--- config.mk ---
export PLATFORM = sky130hd
export DESIGN_NAME = golden_section_search
export DESIGN_NICKNAME = d
export VERILOG_FILES = /design/src/rtl/gss_pkg.sv /design/src/rtl/gss_queue.sv /design/src/rtl/gss_core.sv /design/src/rtl/golden_section_search.sv
export SDC_FILE = /design/constraint.sdc
export NUM_CORES = 2
export LEC_CHECK = 0
export ABC_CLOCK_PERIOD_IN_PS = 8080
export BUFFER_PORTS_ARGS = -buffer_cell sky130_fd_sc_hd__buf_2
export CAP_MARGIN = 20
export CORE_ASPECT_RATIO = 2
export CORE_MARGIN = 10
export CORE_UTILIZATION = 55
export CTS_BUF_LIST = sky130_fd_sc_hd__clkbuf_8 sky130_fd_sc_hd__clkbuf_16
export DETAILED_ROUTE_END_ITERATION = 16
export GPL_TIMING_DRIVEN = 0
export PLACE_DENSITY = 0.74
export RECOVER_POWER = 100
export SLEW_MARGIN = 20
export SYNTH_ARGS = -nofsm -noshare
export SYNTH_HDL_FRONTEND = slang
export SYNTH_SLANG_ARGS = --single-unit
--- constraint.sdc ---
create_clock -name clk -period 8.08 [get_ports clk]
set_input_delay 1.212 -clock clk [delete_from_list [all_inputs] [get_ports clk]]
set_output_delay 1.212 -clock clk [all_outputs]
set_load 0.005 [all_outputs]
--- src/rtl/gss_pkg.sv ---
// Shared types, constants and codes for the golden-section search block.
`timescale 1ns / 1ps

package gss_pkg;

  localparam int DataW      = 32;
  localparam int WideW      = DataW + 1;
  localparam int StepW      = WideW + 1;
  localparam int RatioBits  = 16;
  localparam int ProdW      = WideW + RatioBits;
  localparam int CountW     = 17;
  localparam int TolW       = 31;
  localparam int BudgetW    = 16;
  localparam int CfgIdxW    = 1;
  localparam int CfgDataW   = TolW;
  localparam int QueueDepth = 2;

  // (sqrt(5)-1)/2 in unsigned Q0.16
  localparam logic [RatioBits-1:0] RatioQ = 16'd40503;

  localparam logic [TolW-1:0]    TolReset    = 31'd66;
  localparam logic [BudgetW-1:0] BudgetReset = 16'd1000;

  typedef logic signed [DataW-1:0] data_t;
  typedef logic signed [WideW-1:0] wide_t;

  typedef enum logic {
    KIND_START = 1'b0,
    KIND_VALUE = 1'b1
  } kind_e;

  typedef enum logic [1:0] {
    ST_SEARCH = 2'd0,
    ST_CONV   = 2'd1,
    ST_EXCEED = 2'd2
  } status_e;

  typedef enum logic [CfgIdxW-1:0] {
    CFG_TOL    = 1'b0,
    CFG_BUDGET = 1'b1
  } cfg_idx_e;

  typedef enum logic [2:0] {
    PH_IDLE   = 3'd0,
    PH_FIRST  = 3'd1,
    PH_SECOND = 3'd2,
    PH_LEFT   = 3'd3,
    PH_RIGHT  = 3'd4,
    PH_MID    = 3'd5
  } phase_e;

  typedef enum logic [1:0] {
    CS_TAKE  = 2'd0,
    CS_ITER  = 2'd1,
    CS_MUL   = 2'd2,
    CS_PROBE = 2'd3
  } core_state_e;

  typedef enum logic [1:0] {
    PS_BOTH  = 2'd0,
    PS_LEFT  = 2'd1,
    PS_RIGHT = 2'd2
  } probe_sel_e;

  typedef struct packed {
    kind_e kind;
    data_t lower;
    data_t upper;
    data_t fvalue;
  } in_item_t;

  typedef struct packed {
    logic              done_res;
    data_t             point;
    status_e           status;
    data_t             best_value;
    logic [CountW-1:0] calls_used;
  } out_item_t;

  // classified word between front queue and core
  typedef struct packed {
    logic  start;
    data_t a;     // lower on start, objective value otherwise
    data_t b;     // upper on start
  } cmd_t;

  typedef struct packed {
    logic [TolW-1:0]    tolerance;
    logic [BudgetW-1:0] call_budget;
  } cfg_t;

endpackage

--- src/rtl/gss_queue.sv ---
// Front end: accepts input words, classifies them and queues them for the core.
`timescale 1ns / 1ps

module gss_queue import gss_pkg::*; #(
  parameter int Depth = QueueDepth
) (
  input  logic     clk,
  input  logic     rst,
  input  logic     in_valid,
  output logic     in_ready,
  input  in_item_t in_data,
  output logic     cmd_valid,
  input  logic     cmd_ready,
  output cmd_t     cmd
);

  localparam int PtrW = (Depth > 1) ? $clog2(Depth) : 1;
  localparam int CntW = $clog2(Depth + 1);
  localparam logic [PtrW-1:0] LastPtr = PtrW'(Depth - 1);
  localparam logic [CntW-1:0] FullCnt = CntW'(Depth);

  cmd_t            slots [Depth];
  logic [PtrW-1:0] wr_ptr;
  logic [PtrW-1:0] rd_ptr;
  logic [CntW-1:0] count;
  logic            push;
  logic            pop;
  cmd_t            cmd_in;

  assign in_ready  = (count != FullCnt);
  assign cmd_valid = (count != '0);
  assign push      = in_valid && in_ready;
  assign pop       = cmd_valid && cmd_ready;
  assign cmd       = slots[rd_ptr];

  always_comb begin
    cmd_in.start = (in_data.kind == KIND_START);
    cmd_in.a     = cmd_in.start ? in_data.lower : in_data.fvalue;
    cmd_in.b     = in_data.upper;
  end

  always_ff @(posedge clk) begin
    if (push) begin
      slots[wr_ptr] <= cmd_in;
    end
  end

  always_ff @(posedge clk) begin
    if (rst) begin
      wr_ptr <= '0;
      rd_ptr <= '0;
      count  <= '0;
    end else begin
      if (push) begin
        wr_ptr <= (wr_ptr == LastPtr) ? '0 : wr_ptr + PtrW'(1);
      end
      if (pop) begin
        rd_ptr <= (rd_ptr == LastPtr) ? '0 : rd_ptr + PtrW'(1);
      end
      if (push && !pop) begin
        count <= count + CntW'(1);
      end else if (pop && !push) begin
        count <= count - CntW'(1);
      end
    end
  end

endmodule

--- src/rtl/gss_core.sv ---
// Back end: search state, interval narrowing, ratio multiply and result generation.
`timescale 1ns / 1ps

module gss_core import gss_pkg::*; (
  input  logic      clk,
  input  logic      rst,
  input  cfg_t      cfg,
  input  logic      cmd_valid,
  output logic      cmd_ready,
  input  cmd_t      cmd,
  output logic      res_valid,
  input  logic      res_ready,
  output out_item_t res
);

  core_state_e       state, state_next;
  phase_e            phase, phase_next;
  logic [CountW-1:0] call_count, call_count_next;
  data_t             low_end, low_end_next;
  data_t             high_end, high_end_next;
  data_t             left_probe, left_probe_next;
  data_t             right_probe, right_probe_next;
  data_t             left_value, left_value_next;
  data_t             right_value, right_value_next;
  wide_t             width, width_next;
  logic [WideW-1:0]  ratio, ratio_next;
  logic              neg, neg_next;
  probe_sel_e        psel, psel_next;

  logic [CountW-1:0]       count_bump;
  wide_t                   diff;
  wide_t                   sum;
  data_t                   mid;
  logic                    narrow;
  logic                    over_budget;
  logic [WideW-1:0]        mag;
  logic [ProdW-1:0]        prod;
  logic signed [StepW-1:0] step;
  logic signed [StepW-1:0] lp_full;
  logic signed [StepW-1:0] rp_full;
  data_t                   lp;
  data_t                   rp;

  always_comb begin
    count_bump  = (call_count == '1) ? call_count : call_count + CountW'(1);
    diff        = {high_end[DataW-1], high_end} - {low_end[DataW-1], low_end};
    sum         = {high_end[DataW-1], high_end} + {low_end[DataW-1], low_end};
    mid         = sum[WideW-1:1];  // floor of the half sum
    narrow      = $signed({diff[WideW-1], diff}) <
                  $signed({{(StepW-TolW){1'b0}}, cfg.tolerance});
    over_budget = call_count > {{(CountW-BudgetW){1'b0}}, cfg.call_budget};
    mag         = width[WideW-1] ? WideW'(-width) : WideW'(width);
    prod        = ProdW'(mag) * ProdW'(RatioQ);
    step        = neg ? -$signed({1'b0, ratio}) : $signed({1'b0, ratio});
    lp_full     = $signed({{2{high_end[DataW-1]}}, high_end}) - step;
    rp_full     = $signed({{2{low_end[DataW-1]}}, low_end}) + step;
    lp          = lp_full[DataW-1:0];
    rp          = rp_full[DataW-1:0];
  end

  always_ff @(posedge clk) begin
    if (rst) begin
      state      <= CS_TAKE;
      phase      <= PH_IDLE;
      call_count <= '0;
    end else begin
      state      <= state_next;
      phase      <= phase_next;
      call_count <= call_count_next;
    end
  end

  always_ff @(posedge clk) begin
    low_end     <= low_end_next;
    high_end    <= high_end_next;
    left_probe  <= left_probe_next;
    right_probe <= right_probe_next;
    left_value  <= left_value_next;
    right_value <= right_value_next;
    width       <= width_next;
    ratio       <= ratio_next;
    neg         <= neg_next;
    psel        <= psel_next;
  end

  always_comb begin
    state_next       = state;
    phase_next       = phase;
    call_count_next  = call_count;
    low_end_next     = low_end;
    high_end_next    = high_end;
    left_probe_next  = left_probe;
    right_probe_next = right_probe;
    left_value_next  = left_value;
    right_value_next = right_value;
    width_next       = width;
    ratio_next       = ratio;
    neg_next         = neg;
    psel_next        = psel;
    cmd_ready        = 1'b0;
    res_valid        = 1'b0;
    res              = '0;
    res.status       = ST_SEARCH;

    unique case (state)
      CS_TAKE: begin
        if (cmd_valid) begin
          if (cmd.start) begin
            cmd_ready        = 1'b1;
            low_end_next     = cmd.a;
            high_end_next    = cmd.b;
            width_next       = {cmd.b[DataW-1], cmd.b} - {cmd.a[DataW-1], cmd.a};
            left_value_next  = '0;
            right_value_next = '0;
            call_count_next  = CountW'(1);
            phase_next       = PH_FIRST;
            psel_next        = PS_BOTH;
            state_next       = CS_MUL;
          end else begin
            unique case (phase)
              PH_FIRST: begin
                if (res_ready) begin
                  cmd_ready       = 1'b1;
                  left_value_next = cmd.a;
                  call_count_next = count_bump;
                  phase_next      = PH_SECOND;
                  res_valid       = 1'b1;
                  res.point       = right_probe;
                  res.calls_used  = count_bump;
                end
              end
              PH_SECOND, PH_RIGHT: begin
                cmd_ready        = 1'b1;
                right_value_next = cmd.a;
                state_next       = CS_ITER;
              end
              PH_LEFT: begin
                cmd_ready       = 1'b1;
                left_value_next = cmd.a;
                state_next      = CS_ITER;
              end
              PH_MID: begin
                if (res_ready) begin
                  cmd_ready      = 1'b1;
                  phase_next     = PH_IDLE;
                  res_valid      = 1'b1;
                  res.done_res   = 1'b1;
                  res.point      = mid;
                  res.status     = ST_CONV;
                  res.best_value = cmd.a;
                  res.calls_used = call_count;
                end
              end
              default: begin
                // value with no search running is dropped
                cmd_ready = 1'b1;
              end
            endcase
          end
        end
      end

      CS_ITER: begin
        if (over_budget) begin
          if (res_ready) begin
            phase_next     = PH_IDLE;
            res_valid      = 1'b1;
            res.done_res   = 1'b1;
            res.status     = ST_EXCEED;
            res.calls_used = call_count;
            state_next     = CS_TAKE;
          end
        end else if (narrow) begin
          if (res_ready) begin
            call_count_next = count_bump;
            phase_next      = PH_MID;
            res_valid       = 1'b1;
            res.point       = mid;
            res.calls_used  = count_bump;
            state_next      = CS_TAKE;
          end
        end else if (left_value < right_value) begin
          high_end_next    = right_probe;
          right_probe_next = left_probe;
          right_value_next = left_value;
          width_next       = {right_probe[DataW-1], right_probe} -
                             {low_end[DataW-1], low_end};
          call_count_next  = count_bump;
          phase_next       = PH_LEFT;
          psel_next        = PS_LEFT;
          state_next       = CS_MUL;
        end else begin
          low_end_next     = left_probe;
          left_probe_next  = right_probe;
          left_value_next  = right_value;
          width_next       = {high_end[DataW-1], high_end} -
                             {left_probe[DataW-1], left_probe};
          call_count_next  = count_bump;
          phase_next       = PH_RIGHT;
          psel_next        = PS_RIGHT;
          state_next       = CS_MUL;
        end
      end

      CS_MUL: begin
        // ratio applied to the magnitude, truncated toward zero
        ratio_next = prod[ProdW-1:RatioBits];
        neg_next   = width[WideW-1];
        state_next = CS_PROBE;
      end

      CS_PROBE: begin
        if (res_ready) begin
          res_valid      = 1'b1;
          res.calls_used = call_count;
          state_next     = CS_TAKE;
          unique case (psel)
            PS_BOTH: begin
              left_probe_next  = lp;
              right_probe_next = rp;
              res.point        = lp;
            end
            PS_LEFT: begin
              left_probe_next = lp;
              res.point       = lp;
            end
            default: begin
              right_probe_next = rp;
              res.point        = rp;
            end
          endcase
        end
      end

      default: begin
        state_next = CS_TAKE;
      end
    endcase
  end

endmodule

--- src/rtl/golden_section_search.sv ---
// Golden-section search: one input word per cycle into a queue while the queue has room,
// one result word out. Results come from core states: the second-probe request and the
// final answer from the take state, a midpoint request or a budget stop from the iterate
// state, a start via multiply and probe, a narrowing step via iterate, multiply and probe.
// Words are taken every cycle until the 2-entry queue fills, so new words enter while the core still works on the last.
// Reset (rst, synchronous): queue empty, search idle, tolerance 66, call budget 1000.
`timescale 1ns / 1ps

module golden_section_search import gss_pkg::*; #(
  parameter int QueueDepth = gss_pkg::QueueDepth
) (
  input  logic                clk,
  input  logic                rst,
  input  logic                in_valid,
  output logic                in_ready,
  input  in_item_t            in_data,
  output logic                out_valid,
  input  logic                out_ready,
  output out_item_t           out_data,
  input  logic                cfg_we,
  input  logic [CfgIdxW-1:0]  cfg_index,
  input  logic [CfgDataW-1:0] cfg_data
);

  cfg_t      cfg;
  logic      cmd_valid;
  logic      cmd_ready;
  cmd_t      cmd;
  logic      res_valid;
  logic      res_ready;
  out_item_t res;

  always_ff @(posedge clk) begin
    if (rst) begin
      cfg.tolerance   <= TolReset;
      cfg.call_budget <= BudgetReset;
    end else if (cfg_we) begin
      unique case (cfg_idx_e'(cfg_index))
        CFG_TOL:    cfg.tolerance   <= cfg_data[TolW-1:0];
        CFG_BUDGET: cfg.call_budget <= cfg_data[BudgetW-1:0];
        default:    ;
      endcase
    end
  end

  gss_queue #(
    .Depth(QueueDepth)
  ) u_queue (
    .clk      (clk),
    .rst      (rst),
    .in_valid (in_valid),
    .in_ready (in_ready),
    .in_data  (in_data),
    .cmd_valid(cmd_valid),
    .cmd_ready(cmd_ready),
    .cmd      (cmd)
  );

  gss_core u_core (
    .clk      (clk),
    .rst      (rst),
    .cfg      (cfg),
    .cmd_valid(cmd_valid),
    .cmd_ready(cmd_ready),
    .cmd      (cmd),
    .res_valid(res_valid),
    .res_ready(res_ready),
    .res      (res)
  );

  // output register; while a word waits here the core stalls only in states that emit a result
  assign res_ready = !out_valid || out_ready;

  always_ff @(posedge clk) begin
    if (rst) begin
      out_valid <= 1'b0;
    end else if (res_ready) begin
      out_valid <= res_valid;
    end
  end

  always_ff @(posedge clk) begin
    if (res_ready && res_valid) begin
      out_data <= res;
    end
  end

endmodule

== After elaboration in Yosys (flattened, before gate mapping) ==
Memories as Yosys holds them, arrays and structs flattened. A register that Yosys moved wholly into a read port is not among the register bits.
Index checks and enable logic that the tools add are counted.
Word-level totals
  register bits after elaboration: 418
  bits in writable memories: 130
  input port bits: 134
  output and inout port bits: 86
  word-level logic and storage cells: 224
  memories kept: 1
Memories
  u_queue.slots: words 2, width 65, read ports 1, clocked after memory_dff 1, write ports 1, RTL line gss_queue.sv:22  | cmd_t slots [Depth];
Cells by class
  add/subtract/negate cells: 14
  multipliers: 1
  magnitude comparators: 3
  equal/unequal tests: 27
  multiplexer cells: 116
  bitwise gates (word level): 6
  reductions and logical operators: 32
Operators by type and width (count)
  32-bit two-way mux: 34
  32-bit one-hot mux with 2 select lines: 8
  84-bit two-way mux: 3
  33-bit two-way mux: 6
  17-bit two-way mux: 11
  32-bit by 32-bit subtractor with 33-bit output: 4
  32-bit one-hot mux with 3 select lines: 1
  17-bit one-hot mux with 2 select lines: 2
  33-bit one-hot mux with 2 select lines: 1
  17-bit one-hot mux with 3 select lines: 1
  33-bit by 16-bit multiplier with 48-bit output (second input constant): 1
  34-bit two-way mux: 1
  32-bit by 32-bit adder with 33-bit output: 1
  33-bit by 32-bit < comparator with 1-bit output: 1
  33-bit negator: 1
  32-bit adder: 1
  32-bit < comparator: 1
  32-bit negator: 1
  32-bit subtractor: 1
  2-bit two-way mux: 15
  5-bit AND reduction: 5
  3-bit two-way mux: 8
  1-bit two-way mux: 18
  2-bit != test (second input constant): 9
  other kinds (31): 64

== Depth between registers and ports, before layout ==
  word-level depth: 11
  depth in mapped cells: 32
  depth with buffers taken out: 32

== Hierarchy ==
A second synthesis with hierarchy kept.
Second synthesis, totals
  cell total of the unflattened synthesis: 4779
  area total of the unflattened synthesis: 46844.9 um^2
By module, submodules not included
  gss_core: times used 1, cells an instance 4234, area an instance 36964.2 um^2, sequential area each 8247.9 um^2
  gss_queue: times used 1, cells an instance 263, area an instance 5311.3 um^2, sequential area each 4003.8 um^2
  golden_section_search: times used 1, cells an instance 282, area an instance 4569.4 um^2, sequential area each 3483.3 um^2

== Worst setup path after synthesis ==
No wires, ideal clock.
  path kind: register -> register
  start: reg u_core.high_end[4]
  end: reg u_core.psel[0], enable pin
  setup time: 0.545 ns
  arrival: 8.262 ns
  required time: 7.535 ns
  path slack: -0.727 ns
  cell stages (with the launch flop): 21
  path buffers: 1
  period minus slack after synthesis: 8.807 ns
  cell sequence: edfxtp_1 > ha_1 > buf_2 > a2111o_1 > o21bai_1 > a21oi_1 > a311oi_2 > o21bai_1 > a21oi_1 > o21a_1 > o21bai_1 > a211oi_1 > nor2_1 > ha_1 > nand3_1 > o41ai_1 > o211a_1 > o41ai_1 > a21oi_1 > nor2_1 > a2111oi_1
On the way
  longest elaborated chain between the ends: 4
Ends and longest elaborated chain
  start, declared: RTL line gss_core.sv:20  | data_t high_end, high_end_next;
  start signal, assigned: RTL line gss_core.sv:75  | high_end <= high_end_next;
  32-bit by 32-bit subtractor with 33-bit output: RTL line gss_core.sv:46  | diff = {high_end[DataW-1], high_end} - {low_end[DataW-1], low_end};
  33-bit by 32-bit < comparator with 1-bit output: RTL line gss_core.sv:49  | narrow = $signed({diff[WideW-1], diff}) <
  2-bit != test (no line)
  5-bit AND reduction (no line)
  end signal, assigned: RTL line gss_core.sv:83  | psel <= psel_next;
  end, declared: RTL line gss_core.sv:28  | probe_sel_e psel, psel_next;
No other way between the ends.
A chain may end at the register's enable or synchronous reset.

== Worst setup path after layout ==
  start: reg u_core.width[3]
  end: reg u_core.ratio[22] (data pin)
On the way
  longest elaborated chain between the ends: 3
Ends and longest elaborated chain
  start, declared: RTL line gss_core.sv:25  | wide_t width, width_next;
  start signal, assigned: RTL line gss_core.sv:80  | width <= width_next;
  33-bit negator: RTL line gss_core.sv:52  | mag = width[WideW-1] ? WideW'(-width) : WideW'(width);
  33-bit two-way mux *: RTL line gss_core.sv:52
  33-bit by 16-bit multiplier with 48-bit output *: RTL line gss_core.sv:53  | prod = ProdW'(mag) * ProdW'(RatioQ);
  named net u_core.prod[38]: RTL line gss_core.sv:37  | logic [ProdW-1:0] prod;
  end signal, assigned: RTL line gss_core.sv:81  | ratio <= ratio_next;
  end, declared: RTL line gss_core.sv:26  | logic [WideW-1:0] ratio, ratio_next;
The timed path passes the listed nets; every way through them passes the cells marked *.

==> impl_metrics.csv <==
group,metric,value,unit
cells_and_area,layout_common_cells,"ha_1 (485), inv_1 (474), edfxtp_1 (474)",
clock_network,clkSinkCount,549,
synth,async_reset_ff_share,0,%
critical_path,cp_slowest_cell,"fa_1",
critical_path,critPathMaxStageDelay,0.55,ns
global_routing,grt_pass1_wl,250,mm
critical_path,critPathCaptureType,"flip-flop",
synth,synth_mux_area_share,3.57,%
timing,slew_viol_final,177,
timing,final-hold-violation-count,0,
clock_network,root_buffer,"clkbuf_16",
cells_and_area,final_common_cell,"ha_1",
run_status,violations,"max-capacitance violations, max-slew violations, negative setup slack",
global_routing,grt_max_degree,46,
synth,ys_warn_count,0,
global_routing,grt_pass1_vias,41500,
synth,synthAdderAreaFrac,23.1,%
timing,skew,0.0485,ns
run_status,status,"finished, violations left",
route,wl,174,mm
synth,synth_compound_area_share,16.4,%
critical_path,path_common_cell,"fa_1",
clock_network,cts_tree,"built",
timing,setup_tns,-42.86,ns
floorplan,core,0.0835,mm2
global_routing,grt_remaining_overflow,0,
timing,rsz0062_at_grt,"true",
synth,ys_ff_latch,549,
route,drt-pass1-iter-count,6,
synth,synth_xor_area_share,5.88,%
synth,synth.avg_cell_area,9.71,um2
floorplan,rows,150,
critical_path,arrival,8.99,ns
synth,synth.distinct_cells,84,
cells_and_area,drive_above_1_share,10.4,%
cells_and_area,fin_nets,6017,
hold_path,min_delay_path_depth,2,
timing,worst_slew_pin_slew,2.33,ns
synth,mappedNetlistNets,5628,
synth,synth_ff_type,"edfxtp_1",
critical_path,worstSetupPathType,"reg -> reg",
synth,synthCells,4769,
cells_and_area,fin_area,0.0525,mm2
cells_and_area,fill_cells,6987,
timing,final.setup.worst_slack,-0.532,ns
floorplan,dieArea,0.0969,mm2
clock_network,path_clk_slew,0.07,ns
synth,yosys.area_share.simple,11.9,%
global_routing,grtUsageTotal,35.1,%
route,final_antenna_net_count,0,
hold_path,min_path_type,"reg -> reg",
synth,syn-cell-area,0.0463,mm2
clock_network,clock_path_buffers,3,
timing,finalSetupViolations,186,
synth,synth_edf_count,474,
route,vias_per_cell,6.23,
placed_design,hpwl,140,mm
route,drcViolationCount,0,
critical_path,critPathLaunchType,"flip-flop",
clock_network,cts_hold_buf,0,
timing,finalCritPeriodShare,107,%
cells_and_area,syn2layout_area_growth,13.4,%
route,wl_per_cell,27.7,um
floorplan,die_width,225,um
placed_design,post_dp_cell_area,0.0492,mm2
timing,fin_crit,8.61,ns
floorplan,io_pins,220,
floorplan,start_util,55.4,%
global_routing,antenna_found_initial,6,
clock_network,clk_latency,0.67,ns
synth,ys_seq_area_share,34.0,%
clock_network,cts.htree.levels,2,
clock_network,cts_inserted_buffers,51,
timing,fmax,0.116,GHz
synth,synth_top_family_by_area,"adder cells",
route,drt_iter0_drc,2739,
placed_design,globalplace.congestion,1.06,
floorplan,fp.dieH,430,um
run,maxCapViolations,7,
critical_path,required,8.46,ns
timing,relSlewSlack,-55.6,%
route,routed-via-count,39000,
critical_path,r2r_cells,31,
placed_design,port-buffer-count,217,
critical_path,cp_max_fo,5,
synth_stat cells (25+ instances only):
library cell | count | area share (%)
xnor2_1 | 213 | 4.0
o31ai_1 | 28 | 0.45
mux2_2 | 63 | 1.5
nand2b_1 | 63 | 0.85
xor2_1 | 96 | 1.8
a31oi_1 | 41 | 0.55
nand3_1 | 69 | 0.75
o21a_1 | 44 | 0.71
mux2i_1 | 94 | 2.0
ha_1 | 506 | 14
nand2_1 | 287 | 2.3
nor2b_1 | 35 | 0.47
and3_1 | 25 | 0.34
nor3_1 | 65 | 0.70
a21o_1 | 133 | 2.2
a21oi_1 | 410 | 4.4
or3_1 | 55 | 0.74
o211ai_1 | 44 | 0.71
o21bai_1 | 47 | 0.76
fa_1 | 219 | 9.5
clkbuf_1 | 140 | 1.1
edfxtp_1 | 474 | 31
dfxtp_1 | 75 | 3.2
nor2_1 | 464 | 3.8
inv_1 | 476 | 3.9
o21ai_0 | 234 | 2.5
nand4_1 | 31 | 0.42
a211oi_1 | 53 | 0.86
critical path: cells and delay by family, from the launching register on:
| family | cells | cell delay [ns] |
|---|---|---|
| compound gates | 9 | 1.82 |
| xor+xnor | 2 | 0.26 |
| fa+ha+maj | 7 | 3.02 |
| buf+inv | 6 | 0.74 |
| flops | 1 | 0.53 |
| simple gates | 7 | 1.96 |
metrics by stage:
stage | util (%) | hold slack (ns) | std cells | setup slack, ns
after floorplan | - | 0.436 | 4769 | 0.125
after global routing | 62.8 | 0.468 | 6266 | -0.687
after global placement | 58.3 | 0.444 | 6050 | -2.99
after CTS | 62.3 | 0.456 | 6231 | -0.214
after detailed placement | 58.9 | 0.448 | 6078 | -1.91
final | 62.8 | 0.458 | 6267 | -0.532
sequential cells by signal (all words and copies together) (netlist names), 17 cells and up, named ones only:
name / cells
u_core.low_end: 32
u_core.call_count: 17
u_core.right_value: 32
u_core.width: 33
u_core.right_probe: 32
u_core.left_value: 32
out_data: 84
u_core.ratio: 32
cfg: 47
u_core.left_probe: 32
u_core.high_end: 32
u_queue.slots: 130
final cells by class:
cell class              instances  area, um2  share of cell area, %
plain buffers                 158        621                   1.18
flip-flops and latches        549      15700                   30.0
clock inverters                43        413                  0.787
well taps                    1064       1330                   2.54
clock buffers                  53       1320                   2.51
repair buffers                337       1920                   3.65
inverters                     476       1790                   3.42
diodes                          2       5.00                0.00954
multi-input cells            3585      29300                   55.9
worst paths after layout:
kind | endpoint | slack (ns) | start
max | u_core.ratio[22]$_DFFE_PP_ | -0.53 | u_core.width[3]$_DFFE_PP_
min | cfg[1]$_SDFFE_PP0P_ | 0.46 | cfg[1]$_SDFFE_PP0P_
min reg2reg | cfg[1]$_SDFFE_PP0P_ | 0.46 | cfg[1]$_SDFFE_PP0P_
max reg2reg | u_core.ratio[22]$_DFFE_PP_ | -0.53 | u_core.width[3]$_DFFE_PP_
kinds of logic after synthesis:
group,after synthesis
AOI/OAI and AO/OA,1206
xor gates and xnor gates,310
adders and majority gates,725
buffers and inverters,635
DFF,549
muxes,157
and+or+nand+nor,1187
timing repair:
item	4_1_cts	5_1_grt
endpoints found under the setup margin	101	119
buffers inserted	60	34
pin swaps	43	60
gates resized for setup	122	87
metal layers:
| metal | part of all wire, % | up-vias | GRT usage (%) |
|---|---|---|---|
| met4 | 12 | 6 | 34.3 |
| li1 | - | 17800 | - |
| met5 | 0.022 | - | 0 |
| met2 | 50 | 1678 | 62.9 |
| met3 | 6.0 | 761 | 5.97 |
| met1 | 32 | 18800 | 32.7 |
Power is not shown: default switching activity piles up to over one toggle a cycle in this logic, so the estimate is an artifact.
